`src/design/blpl_pkg.sv`:
```
// Shared types and constants for the bounded positional list.
// No dependencies; imported by every module of the block.
package blpl_pkg;

    localparam int DEPTH = 8;
    localparam int CNT_W = 4;
    localparam int IDX_W = (DEPTH > 1) ? $clog2(DEPTH) : 1;
    localparam int POS_W = 8;
    localparam int DATA_W = 8;

    typedef enum logic [1:0] {
        REQ_INSERT = 2'd0,
        REQ_DELETE = 2'd1,
        REQ_CLEAR  = 2'd2,
        REQ_DUMP   = 2'd3
    } req_t;

    typedef enum logic [1:0] {
        ST_OK     = 2'd0,
        ST_BADPOS = 2'd1,
        ST_FULL   = 2'd2,
        ST_EMPTY  = 2'd3
    } status_t;

    typedef struct packed {
        logic exec;
        logic dump_next;
    } blpl_cmd_t;

    typedef struct packed {
        logic out_free;
        logic multi;
        logic idx_last;
    } blpl_stat_t;

endpackage

```
`src/design/blpl_ctrl.sv`:
```
// Controller for the bounded positional list: idle / dump sequencing.
// Depends on blpl_pkg.
module blpl_ctrl
    import blpl_pkg::*;
(
    input  logic       aclk,
    input  logic       aresetn,
    input  logic       in_valid,
    input  req_t       in_req,
    output logic       in_ready,
    input  blpl_stat_t stat,
    output blpl_cmd_t  cmd
);

    typedef enum logic {
        S_IDLE,
        S_DUMP
    } state_t;

    state_t state_reg;

    always_comb begin
        in_ready      = (state_reg == S_IDLE) && stat.out_free;
        cmd.exec      = in_valid && in_ready;
        cmd.dump_next = (state_reg == S_DUMP) && stat.out_free;
    end

    always_ff @(posedge aclk) begin
        if (!aresetn) begin
            state_reg <= S_IDLE;
        end else begin
            unique case (state_reg)
                S_IDLE: begin
                    if (cmd.exec && in_req == REQ_DUMP && stat.multi) begin
                        state_reg <= S_DUMP;
                    end
                end
                S_DUMP: begin
                    if (cmd.dump_next && stat.idx_last) begin
                        state_reg <= S_IDLE;
                    end
                end
                default: state_reg <= S_IDLE;
            endcase
        end
    end

endmodule

```
`src/design/blpl_dpath.sv`:
```
// Datapath: shift-cell entry row, count, dump index and output register.
// Depends on blpl_pkg.
module blpl_dpath
    import blpl_pkg::*;
(
    input  logic                aclk,
    input  logic                aresetn,
    input  blpl_cmd_t           cmd,
    input  req_t                in_req,
    input  logic [POS_W-1:0]    in_pos,
    input  logic [DATA_W-1:0]   in_data,
    input  logic                out_ready,
    output blpl_stat_t          stat,
    output logic                out_valid,
    output status_t             out_status,
    output logic [DATA_W-1:0]   out_data,
    output logic [CNT_W-1:0]    out_count,
    output logic                out_last
);

    logic [DATA_W-1:0] entry_reg [DEPTH];
    logic [CNT_W-1:0]  count_reg, count_next;
    logic [IDX_W-1:0]  idx_reg;
    logic              m_valid_reg;
    status_t           m_status_reg, st_next;
    logic [DATA_W-1:0] m_data_reg;
    logic [CNT_W-1:0]  m_count_reg;
    logic              m_last_reg;

    logic [POS_W-1:0]  pos_m1;
    logic [POS_W:0]    pos_ext, cnt_ext;
    logic              do_ins, do_del;

    assign pos_m1  = in_pos - POS_W'(1);
    assign pos_ext = {1'b0, in_pos};
    assign cnt_ext = (POS_W + 1)'(count_reg);

    assign stat.out_free = !m_valid_reg || out_ready;
    assign stat.multi    = count_reg > CNT_W'(1);
    assign stat.idx_last = CNT_W'(idx_reg) == count_reg - CNT_W'(1);

    always_comb begin
        st_next    = ST_OK;
        count_next = count_reg;
        do_ins     = 1'b0;
        do_del     = 1'b0;
        unique case (in_req)
            REQ_INSERT: begin
                if (in_pos == '0 || pos_ext > cnt_ext + (POS_W + 1)'(1)) begin
                    st_next = ST_BADPOS;
                end else if (count_reg == CNT_W'(DEPTH)) begin
                    st_next = ST_FULL;
                end else begin
                    do_ins     = 1'b1;
                    count_next = count_reg + CNT_W'(1);
                end
            end
            REQ_DELETE: begin
                if (in_pos == '0 || pos_ext > cnt_ext) begin
                    st_next = ST_BADPOS;
                end else begin
                    do_del     = 1'b1;
                    count_next = count_reg - CNT_W'(1);
                end
            end
            REQ_CLEAR: count_next = '0;
            REQ_DUMP: begin
                if (count_reg == '0) begin
                    st_next = ST_EMPTY;
                end
            end
            default: st_next = ST_OK;
        endcase
    end

    // shift cells: each cell loads its neighbor, the new byte, or holds
    always_ff @(posedge aclk) begin
        for (int i = 0; i < DEPTH; i++) begin
            if (cmd.exec && do_ins) begin
                if (POS_W'(i) == pos_m1) begin
                    entry_reg[i] <= in_data;
                end else if (i > 0 && POS_W'(i) > pos_m1) begin
                    entry_reg[i] <= entry_reg[(i > 0) ? i - 1 : 0];
                end
            end else if (cmd.exec && do_del) begin
                if (i < DEPTH - 1 && POS_W'(i) >= pos_m1) begin
                    entry_reg[i] <= entry_reg[(i < DEPTH - 1) ? i + 1 : i];
                end
            end
        end
    end

    always_ff @(posedge aclk) begin
        if (!aresetn) begin
            count_reg   <= '0;
            idx_reg     <= '0;
            m_valid_reg <= 1'b0;
        end else begin
            if (cmd.exec) begin
                count_reg   <= count_next;
                idx_reg     <= IDX_W'(1);
                m_valid_reg <= 1'b1;
            end else if (cmd.dump_next) begin
                idx_reg     <= idx_reg + IDX_W'(1);
                m_valid_reg <= 1'b1;
            end else if (out_ready) begin
                m_valid_reg <= 1'b0;
            end
        end
    end

    always_ff @(posedge aclk) begin
        if (cmd.exec) begin
            m_status_reg <= st_next;
            m_count_reg  <= count_next;
            if (in_req == REQ_DUMP && count_reg != '0) begin
                m_data_reg <= entry_reg[0];
                m_last_reg <= count_reg == CNT_W'(1);
            end else begin
                m_data_reg <= '0;
                m_last_reg <= 1'b1;
            end
        end else if (cmd.dump_next) begin
            m_status_reg <= ST_OK;
            m_count_reg  <= count_reg;
            m_data_reg   <= entry_reg[idx_reg];
            m_last_reg   <= stat.idx_last;
        end
    end

    assign out_valid  = m_valid_reg;
    assign out_status = m_status_reg;
    assign out_data   = m_data_reg;
    assign out_count  = m_count_reg;
    assign out_last   = m_last_reg;

endmodule

```
`src/design/bounded_positional_list_top.sv`:
```
// Top level of the bounded positional list: stream ports, controller, datapath.
// Depends on blpl_pkg, blpl_ctrl and blpl_dpath.
//
// Ordered list of up to DEPTH (8) bytes in a row of shift cells. Insert,
// delete and clear take one word in and give one word out; a new word is
// taken as soon as the output register is free, so these sustain one word
// per cycle. A dump of N > 0 entries gives N words, one per cycle while the
// output register is free, read out by the dump index; no input is taken
// until the last has been loaded into the output register. Entry cells hold
// no reset value; reset clears the count, dump index and output valid flag.
module bounded_positional_list_top
    import blpl_pkg::*;
(
    input  logic        aclk,
    input  logic        aresetn,
    input  logic        s_tvalid,
    output logic        s_tready,
    input  logic [15:0] s_tdata,   // position[7:0], data_in[15:8]
    input  logic [1:0]  s_tuser,   // req_type[1:0]
    output logic        m_tvalid,
    input  logic        m_tready,
    output logic [15:0] m_tdata,   // data_out[7:0], entry_count[11:8], zero[15:12]
    output logic [1:0]  m_tuser,   // status[1:0]
    output logic        m_tlast
);

    blpl_cmd_t         cmd;
    blpl_stat_t        stat;
    req_t              req;
    status_t           out_status;
    logic [DATA_W-1:0] out_data;
    logic [CNT_W-1:0]  out_count;

    assign req = req_t'(s_tuser);

    blpl_ctrl u_ctrl (
        .aclk     (aclk),
        .aresetn  (aresetn),
        .in_valid (s_tvalid),
        .in_req   (req),
        .in_ready (s_tready),
        .stat     (stat),
        .cmd      (cmd)
    );

    blpl_dpath u_dpath (
        .aclk       (aclk),
        .aresetn    (aresetn),
        .cmd        (cmd),
        .in_req     (req),
        .in_pos     (s_tdata[7:0]),
        .in_data    (s_tdata[15:8]),
        .out_ready  (m_tready),
        .stat       (stat),
        .out_valid  (m_tvalid),
        .out_status (out_status),
        .out_data   (out_data),
        .out_count  (out_count),
        .out_last   (m_tlast)
    );

    assign m_tdata = {4'b0, out_count, out_data};
    assign m_tuser = out_status;

    a_count_bound: assert property (@(posedge aclk) disable iff (!aresetn)
        m_tvalid |-> m_tdata[11:8] <= CNT_W'(DEPTH))
        else $error("entry_count above list depth");

    a_dump_blocks_input: assert property (@(posedge aclk) disable iff (!aresetn)
        m_tvalid && !m_tlast |-> !s_tready)
        else $error("input taken during a dump");

    a_accept_gives_word: assert property (@(posedge aclk) disable iff (!aresetn)
        s_tvalid && s_tready |=> m_tvalid)
        else $error("accepted word produced no result");

    a_dump_ok: assert property (@(posedge aclk) disable iff (!aresetn)
        m_tvalid && !m_tlast |-> m_tuser == ST_OK && m_tdata[11:8] > CNT_W'(1))
        else $error("dump word with bad status or count");

endmodule

```
`config.mk`:
```
export PLATFORM = sky130hd
export DESIGN_NAME = bounded_positional_list_top
export DESIGN_NICKNAME = d
export VERILOG_FILES = /design/src/design/blpl_pkg.sv /design/src/design/blpl_ctrl.sv /design/src/design/blpl_dpath.sv /design/src/design/bounded_positional_list_top.sv
export SDC_FILE = /design/constraint.sdc
export NUM_CORES = 1
export LEC_CHECK = 0
export ABC_AREA = 1
export BUFFER_PORTS_ARGS = -buffer_cell sky130_fd_sc_hd__clkbuf_2
export CAP_MARGIN = 0
export CORE_MARGIN = 3
export CORE_UTILIZATION = 48
export CTS_CLUSTER_DIAMETER = 50
export DETAILED_ROUTE_END_ITERATION = 6
export PLACE_DENSITY = 0.73
export SLEW_MARGIN = 10
export SYNTH_ARGS = -nofsm -noshare
export SYNTH_HDL_FRONTEND = slang
export SYNTH_SLANG_ARGS = --single-unit
```
`constraint.sdc`:
```
create_clock -name aclk -period 5.55 [get_ports aclk]
set_clock_uncertainty 0.2 [all_clocks]
set_input_delay 1.11 -clock aclk [delete_from_list [all_inputs] [get_ports aclk]]
set_output_delay 1.11 -clock aclk [all_outputs]
set_load 0.01 [all_outputs]
```
==> impl_metrics.env <==
export IMPL_status="completed"
export IMPL_cts_clk_slew_worst_paths_ns=0.06
export IMPL_place_gp_congestion=0.9476
export IMPL_n_antenna_cell=0
export IMPL_post_route_util=0.5489
export IMPL_ant_nets=0
export IMPL_fp_dieW_um=118.2
export IMPL_irDropWorstVdd_uv=138.1
export IMPL_hold_path_depth=2
export IMPL_die_area_um2=13970
export IMPL_min_from="u_ctrl.state_reg"
export IMPL_relSlewSlack=0.2668
export IMPL_initial_core_util=0.4970
export IMPL_overflow=0
export IMPL_r2r_slack_ns=1.75
export IMPL_fmax_mhz=263.1
export IMPL_hold_violations=0
export IMPL_cp_slowest_stage_delay_ns=0.85
export IMPL_grt_pass1_wl_um=26690
export IMPL_p_per_area_nw_per_um2=236.4
export IMPL_crit_family="simple AND/OR/NAND/NOR gates"
export IMPL_arrival_ns=3.57
export IMPL_ys_warnings_count=0
export IMPL_cts_inserted_buffers=9
export IMPL_viasPerCell=5.490
export IMPL_grt_usage=0.2423
export IMPL_layout_drive_gt1_share=0.1163
export IMPL_final_nets=877
export IMPL_fp_dieH_um=118.2
export IMPL_routed_wl_um=16660
export IMPL_largest_register_ffs=64
export IMPL_finalCritPeriodShare=0.6849
export IMPL_critPathBufInv=4
export IMPL_wl_per_cell_um=16.47
export IMPL_slew_viol_final=0
export IMPL_startpoint_type="register"
export IMPL_cp_cell_sequence="inv_1 > ha_1 > inv_1 > ha_1 > nand2_1 > nor2_1 > nand3_1 > nand2_1 > nand2_1 > inv_1 > nand4_1 > nand2_1 > inv_1 > nor3_1"
export IMPL_worstHoldPathType="reg2reg"
export IMPL_htreeDepth=3
export IMPL_whs_endpoint="u_ctrl.state_reg"
export IMPL_detailedPlace_worstSlack_ns=1.408
export IMPL_design_area_um2=6675
export IMPL_finalSetupTns_ns=0
export IMPL_maxCapViolations=0
export IMPL_dp_hpwl_um=12410
export IMPL_fin_ws_ns=1.749
export IMPL_syn_area_um2=6045
export IMPL_postCtsSetupRepairBufs=0
export IMPL_avgSynthCellArea_um2=7.417
export IMPL_cp_end_kind="register"
export IMPL_area_delta_synth_final_pct=10.43
export IMPL_drtIter0Drc=794
export IMPL_synth_edf_count=79
export IMPL_yosys_top_cells_area="edfxtp_1, nand2_1, nand3_1, inv_1, o21ai_0"
export IMPL_core_um2=12160
export IMPL_io_pins=43
export IMPL_fin_crit_ns=3.801
export IMPL_synth_top_cell_by_area="edfxtp_1"
export IMPL_clock_sinks=88
export IMPL_synth_seq_cells=88
export IMPL_cts_buffer_depth=2
export IMPL_crit_slowest_cell="nor3_1"
export IMPL_rows=40
export IMPL_ys_types=37
export IMPL_setup_worst_path_class="reg2reg"
export IMPL_rr_endpoint="u_dpath.entry_reg[1][4]"
export IMPL_post_cts_resized=0
export IMPL_crit_path_max_fanout=8
export IMPL_post_dp_cell_area_um2=6324
export IMPL_power_leakage_nw=3.003
export IMPL_worst_slew_pin_slew_ns=1.091
export IMPL_setup_viol=0
export IMPL_grt_max_degree=43
export IMPL_ctsHoldBuffers=0
export IMPL_synth_main_ff_cell="edfxtp_1"
export IMPL_drcViolationCount=0
export IMPL_cts_root_buf="clkbuf_16"
export IMPL_crit_reg2reg_launch="u_dpath.count_reg[0]"
export IMPL_dr_pass1_iters=5
export IMPL_port_buffers=38
export IMPL_grt_pass1_vias=4998
export IMPL_vias=5550
export IMPL_netlist_instances=815
export IMPL_critPathRequiredTime_ns=5.32
export IMPL_grt_antenna_before_repair=0
export IMPL_synth_async_reset_ratio=0
export IMPL_yosysTopAreaCellShare=0.3925
export IMPL_yosysSeqAreaShare=0.4223
export IMPL_r2r_cells=14
export IMPL_clkLatencyLatePin_ns=0.35
export IMPL_rsz0062_at_grt="no"
export IMPL_cts_tree="built"
worst min-delay path, cell delays in order (launching register included):
cell and delay, ns:
dfxtp_1 0.32, o21ai_0 0.07, a21oi_1 0.06
worst max path at each step:
stage,startpoint,endpoint,slack (ns),cells past startpoint
2_1_floorplan,s_tdata[0],u_dpath.entry_reg[0][0],2.02,12
3_3_place_gp,s_tdata[0],u_dpath.entry_reg[0][1],1.50,13
3_5_place_dp,s_tdata[0],u_dpath.entry_reg[1][3],1.41,10
4_1_cts,u_dpath.count_reg[0],u_dpath.entry_reg[1][0],1.76,14
5_1_grt,u_dpath.count_reg[0],u_dpath.entry_reg[0][4],1.34,14
6_report,u_dpath.count_reg[0],u_dpath.entry_reg[1][4],1.75,14
layout make-up:
type	count	area [um2]
Sequential cell	88	2552
Inverter	87	326.6
Clock buffer	15	342.8
Fill cell	1125	5487
Timing Repair Buffer	41	212.7
Multi-Input combinational cell	611	3022
Tap cell	168	210.2
Clock inverter	1	8.758
report_power, final:
group | leakage [nW] | internal [W] | switching [W]
clock network | 0.173 | 0.000426 | 0.000256
registers | 0.798 | 0.000732 | 0.00000282
logic | 2.03 | 0.0000507 | 0.000110
total | 3.00 | 0.00121 | 0.000369
Yosys cell counts (2+ instances only):
master,instances
nor2_1,49
nand2_1,305
buf_4,5
a21oi_1,31
o21ai_0,46
nand3_1,68
clkbuf_1,19
inv_2,7
xor2_1,5
nand2_2,8
nor2_2,3
o21ai_1,11
dfxtp_1,9
ha_1,17
clkinv_1,5
nor3_1,4
inv_1,75
o21ai_2,9
nand2_4,2
buf_2,7
a32o_1,6
o211ai_1,16
nor2_8,2
edfxtp_1,79
xnor2_1,2
nand4_1,8
nor2_4,7
cells by family (layout without fill, tap and decap cells):
logic type,after synthesis,count (layout),synth area share
other,1,4,0.0006204
AO/OA/AOI/OAI,123,123,0.1211
buffers and inverters,119,144,0.07969
AND/OR/NAND/NOR,460,460,0.3310
adder cells (fa/ha/maj),17,17,0.03519
flip-flops,88,88,0.4223
XOR/XNOR,7,7,0.01014
layout by cell type (no fill, tap or decap), types with 2 or more instances in the layout:
cell / count
a21oi_1: 31
nand2_1: 305
conb_1: 4
o21ai_1: 11
inv_2: 7
edfxtp_1: 79
xnor2_1: 2
o211ai_1: 16
dfxtp_1: 9
xor2_1: 5
nor2_4: 7
a32o_1: 6
o21ai_2: 9
clkbuf_16: 13
nand2_4: 2
inv_1: 75
clkbuf_2: 38
clkinv_1: 5
nand2_2: 8
nand3_1: 68
nor2_2: 3
nand4_1: 8
nor3_1: 4
o21ai_0: 46
nor2_8: 2
buf_4: 3
nor2_1: 49
ha_1: 17
metrics by stage:
step	power [W]	instances	hold slack, ns
2_1_floorplan	0.0008633	818	0.2627
3_3_place_gp	0.0009054	995	0.2846
3_5_place_dp	0.0009075	995	0.2901
4_1_cts	0.001581	1011	0.2997
5_1_grt	0.001633	1011	0.3346
6_report	0.001578	1011	0.2998
layer usage:
metal | routed length (um) | vias to the layer above | global-route usage
met5 | 0 | - | 0
met4 | 370 | 0 | 0.08059
met3 | 1638 | 32 | 0.04593
met2 | 7120 | 291 | 0.3541
met1 | 7526 | 2491 | 0.3605
li1 | - | 2736 | -
Note: power is estimated with default switching activity, not from simulation.
